[src/e2q_pkg.sv]
// shared types, constants and tables for the euler to quaternion block
// no dependencies; used by every module in src
`default_nettype none
package e2q_pkg;
	localparam int ANGLE_W = 16;
	localparam int COMP_W  = 16;
	localparam int STEPS   = 28;
	localparam int XY_W    = 34;
	localparam int Z_W     = 35;
	localparam int FRAC    = 30;
	localparam logic signed [XY_W-1:0] GAIN = 34'sd652032874;

	localparam logic [2:0] ORD_XYZ = 3'd0;
	localparam logic [2:0] ORD_YXZ = 3'd1;
	localparam logic [2:0] ORD_ZXY = 3'd2;
	localparam logic [2:0] ORD_ZYX = 3'd3;
	localparam logic [2:0] ORD_YZX = 3'd4;
	localparam logic [2:0] ORD_XZY = 3'd5;

	typedef struct packed {
		logic signed [ANGLE_W-1:0] angle_x;
		logic signed [ANGLE_W-1:0] angle_y;
		logic signed [ANGLE_W-1:0] angle_z;
	} angles_t;

	typedef struct packed {
		logic signed [COMP_W-1:0] quat_x;
		logic signed [COMP_W-1:0] quat_y;
		logic signed [COMP_W-1:0] quat_z;
		logic signed [COMP_W-1:0] quat_w;
	} quat_t;

	// atan(2^-i), 2^32 per full turn
	function automatic logic [31:0] atan_step(input int i);
		logic [31:0] t;
		unique case (i)
			0: t = 32'h20000000;  1: t = 32'h12E4051E;  2: t = 32'h09FB385B;
			3: t = 32'h051111D4;  4: t = 32'h028B0D43;  5: t = 32'h0145D7E1;
			6: t = 32'h00A2F61E;  7: t = 32'h00517C55;  8: t = 32'h0028BE53;
			9: t = 32'h00145F2F;  10: t = 32'h000A2F98; 11: t = 32'h000517CC;
			12: t = 32'h00028BE6; 13: t = 32'h000145F3; 14: t = 32'h0000A2FA;
			15: t = 32'h0000517D; 16: t = 32'h000028BE; 17: t = 32'h0000145F;
			18: t = 32'h00000A30; 19: t = 32'h00000518; 20: t = 32'h0000028C;
			21: t = 32'h00000146; 22: t = 32'h000000A3; 23: t = 32'h00000051;
			24: t = 32'h00000029; 25: t = 32'h00000014; 26: t = 32'h0000000A;
			default: t = 32'h00000005;
		endcase
		return t;
	endfunction

	// bit 3: x minus, bit 2: y minus, bit 1: z minus, bit 0: w minus
	function automatic logic [3:0] order_signs(input logic [2:0] ord);
		logic [3:0] s;
		unique case (ord)
			ORD_XYZ: s = 4'h5;
			ORD_YXZ: s = 4'h6;
			ORD_ZXY: s = 4'h9;
			ORD_ZYX: s = 4'hA;
			ORD_YZX: s = 4'h3;
			ORD_XZY: s = 4'hC;
			default: s = 4'h0;
		endcase
		return s;
	endfunction
endpackage
`default_nettype wire

[src/e2q_cordic_cell.sv]
// one rotation-mode cordic iteration with its output register
// depends on e2q_pkg for widths and the arctangent table
`default_nettype none
module e2q_cordic_cell #(
	parameter int STEP = 0
) (
	input  wire logic                               clk,
	input  wire logic                               en,
	input  wire logic signed [e2q_pkg::XY_W-1:0]    x_in,
	input  wire logic signed [e2q_pkg::XY_W-1:0]    y_in,
	input  wire logic signed [e2q_pkg::Z_W-1:0]     z_in,
	output logic signed [e2q_pkg::XY_W-1:0]         x_q,
	output logic signed [e2q_pkg::XY_W-1:0]         y_q,
	output logic signed [e2q_pkg::Z_W-1:0]          z_q
);
	logic signed [e2q_pkg::XY_W-1:0] dx, dy;
	logic signed [e2q_pkg::Z_W-1:0]  dz;

	assign dx = y_in >>> STEP;
	assign dy = x_in >>> STEP;
	// twice the table entry, half angle units
	assign dz = signed'({2'b00, e2q_pkg::atan_step(STEP), 1'b0});

	always_ff @(posedge clk) begin
		if (en) begin
			if (!z_in[e2q_pkg::Z_W-1]) begin
				x_q <= x_in - dx;
				y_q <= y_in + dy;
				z_q <= z_in - dz;
			end else begin
				x_q <= x_in + dx;
				y_q <= y_in - dy;
				z_q <= z_in + dz;
			end
		end
	end
endmodule
`default_nettype wire

[config.mk]
export PLATFORM = sky130hd
export DESIGN_NAME = e2q_cordic_cell
export DESIGN_NICKNAME = d
export VERILOG_FILES = /design/src/e2q_pkg.sv /design/src/e2q_cordic_cell.sv
export SDC_FILE = /design/constraint.sdc
export NUM_CORES = 1
export LEC_CHECK = 0
export BUFFER_PORTS_ARGS = -buffer_cell sky130_fd_sc_hd__buf_2
export CORE_ASPECT_RATIO = 0.9
export CORE_MARGIN = 1
export CORE_UTILIZATION = 50
export CTS_BUF_LIST = sky130_fd_sc_hd__clkbuf_8
export DETAILED_ROUTE_END_ITERATION = 6
export GPL_TIMING_DRIVEN = 0
export PLACE_DENSITY = 0.75
export SYNTH_ARGS = -nofsm -noshare
export SYNTH_HDL_FRONTEND = slang
export SYNTH_SLANG_ARGS = --single-unit
[constraint.sdc]
create_clock -name clk -period 2.63 [get_ports clk]
set_input_delay 0.1315 -clock clk [delete_from_list [all_inputs] [get_ports clk]]
set_output_delay 0.1315 -clock clk [all_outputs]
set_load 0.005 [all_outputs]
==> reports/metrics.cfg <==
[final_layout]
final.fill_count = 1404
flow.area_growth_from_synthesis_pct = 31.9
final_core_util = 0.686
fin_area_mm2 = 0.0118
antennaDiodeCount = 0
drive_gt1_frac = 0.297
nNetsFinal = 1493
regArea_mm2 = 0.00306
multi_input_area_mm2 = 0.00583

[outcome]
status = completed

[detailed_routing]
first_pass_iters = 5
routed-via-count = 8936
route.detailed.wl_per_inst_um = 19.9
routed_wl_um = 30400
viasPerCell = 5.87
drt_drc_violations_left = 0
dr.first_iter.drc_count = 790
drtAntennaViolNets = 0

[sta]
rsz_0062_raised_after_global_routing = true
setup-violations-final = 0
setup_slack_ns = 0.0274
finalHoldViolCount = 0
period_needed_ns = 2.60
worst_slew_pin_tran_ns = 1.06
final.period_utilization = 0.990
finalMaxSlewViolations = 0
maxSlewHeadroom = 0.295
max_freq_ghz = 0.384

[synthesis]
mappedNetlistArea_mm2 = 0.00893
synth_fp_nets = 1208
synth_enable_flop_cells = 102
yosys_warnings = 0
asyncSetResetFlopFracSynth = 0
netlist.area_leader.share = 0.343
postSynthRegisterBits = 102
synthTopCellsByArea = edfxtp_1, ha_1, a21oi_1, xnor2_1, inv_1
synthDistinctLibCells = 77
netlist_top_cells_count = a21oi_1, inv_1, edfxtp_1, ha_1, nor2_1
syn_avg_cell_area_um2 = 8.96
synth_top_area_cell = edfxtp_1
ys_dominant_reg_cell = edfxtp_1
synthCells = 997
ys_seq_area_frac = 0.343

[worst_hold_path]
timing.hold.worst.class = in2reg
hold_path.startpoint = z_in[30]

[die]
die-width_um = 143
rows = 45
ioPinCount = 208
die-height_um = 129
floorplan.core_area_mm2 = 0.0172
initial_core_util = 0.520
design.die.area_mm2 = 0.0184

[grt]
initial_antenna_violation_count = 0
first_global_vias = 8110
wire_length_of_the_first_global_routing_pass_um = 44800
grt.total_usage = 0.320
global_route.overflow_total = 0
pin_count_of_the_biggest_net_entering_global_routing = 65

[clock_tree]
buffer_type_at_the_clock_tree_root = clkbuf_8
numCtsBuffers = 9
ctsLongestPathBuffers = 2
clkSinkCount = 102
clk_pin_slew_worst_paths_ns = 0.10
cts-htree-levels = 3
tritoncts = built

[power_and_ir_drop]
vdd_ir_drop_max_mv = 0.303
power_density_mw_per_mm2 = 465
power.static_leakage_nw = 5.21

[placement]
detailed_place.area_mm2 = 0.0103
dp_slack_ns = -0.930
gp_congestion = 0.975
place_hpwl_um = 22800
io_buffers = 206

[worst_setup_path]
worstPathMaxFanout = 3
worst-endpoint-required_ns = 2.76
worstSetupStartpointType = input pin
criticalPathCategory = in2reg
cp_data_arrival_time_ns = 2.73
cp-end-kind = flop
worst_setup_path_start = x_in[0]

[run]
max_cap_viol_count = 0

## report_power, final
part	switching, W	total [W]	internal, W
clock	0.000609	0.000967	0.000358
sequential	0.0000677	0.00216	0.00209
combinational	0.00135	0.00235	0.000993
## metal layers
layer / part of all wire / wire, um / global-route usage
met1: 0.43 / 13000 / 0.445
met2: 0.45 / 13600 / 0.505
met3: 0.095 / 2900 / 0.0543
met4: 0.026 / 801 / 0.110
met5: 0 / 0 / 0
## final cells by class
cell class	count	area share
Multi-Input combinational cell	740	0.495
Sequential cell	102	0.260
Timing Repair Buffer	275	0.146
Inverter	107	0.0353
Tap cell	235	0.0250
Buffer	47	0.0239
Clock buffer	9	0.0105
Clock inverter	7	0.00489
## path summary, 6_finish.rpt
kind              slack, ns  depth (start not counted)      end
setup / recovery       0.03                         13  y_q[30]
hold / removal         0.03                          2  z_q[30]
## cell usage in the layout (no fill, tap or decap), types with 30 or more instances in the layout
cell type      count
xnor2_1           55
dlygate4sd3_1     30
edfxtp_1         102
nor2_1            91
buf_4             43
nand2_1           45
ha_1              90
buf_2            204
o21ai_0           52
inv_1             98
a21oi_1           96
## through the flow
step                      total power (W)  hold WS (ns)  setup TNS, ns  instances
final                             0.00548        0.0283              0       1522
after global routing              0.00574        0.0257        -0.0751       1522
after CTS                         0.00524        0.0139         -0.128       1500
after detailed placement          0.00413         0.311         -22.78       1439
after global placement            0.00412         0.308         -22.90       1438
after floorplan                   0.00335         0.230              0        997
## critical path, cell delays in order
cell	delay (ns)
buf_8	0.10
ha_1	0.23
fa_2	0.36
inv_1	0.11
a21oi_4	0.08
o211a_1	0.29
o31ai_2	0.25
nand2_1	0.16
a21oi_2	0.34
a221oi_4	0.15
o31ai_2	0.30
nand2_1	0.10
xnor2_1	0.14
## repair_timing
action | 4_1_cts | 5_1_grt
buffers inserted | 16 | 21
endpoints found under the hold margin | 30 | 0
hold buffers | 30 | 0
resized for setup | 75 | 92
pin swaps | 30 | 53
cloned | 0 | 1
setup endpoints to repair | 27 | 26
## cell families after synthesis
kind of cell,synth area share
compound gates,0.236
simple gates,0.119
buf+inv,0.0692
fa+ha+maj,0.152
flops,0.343
xor+xnor,0.0657
mux,0.0157
## registers in the layout (all words and copies together) (netlist names)
name,cells
z_q,35
x_q,34
y_q,33
No activity file was read; power rests on OpenSTA's default activity.
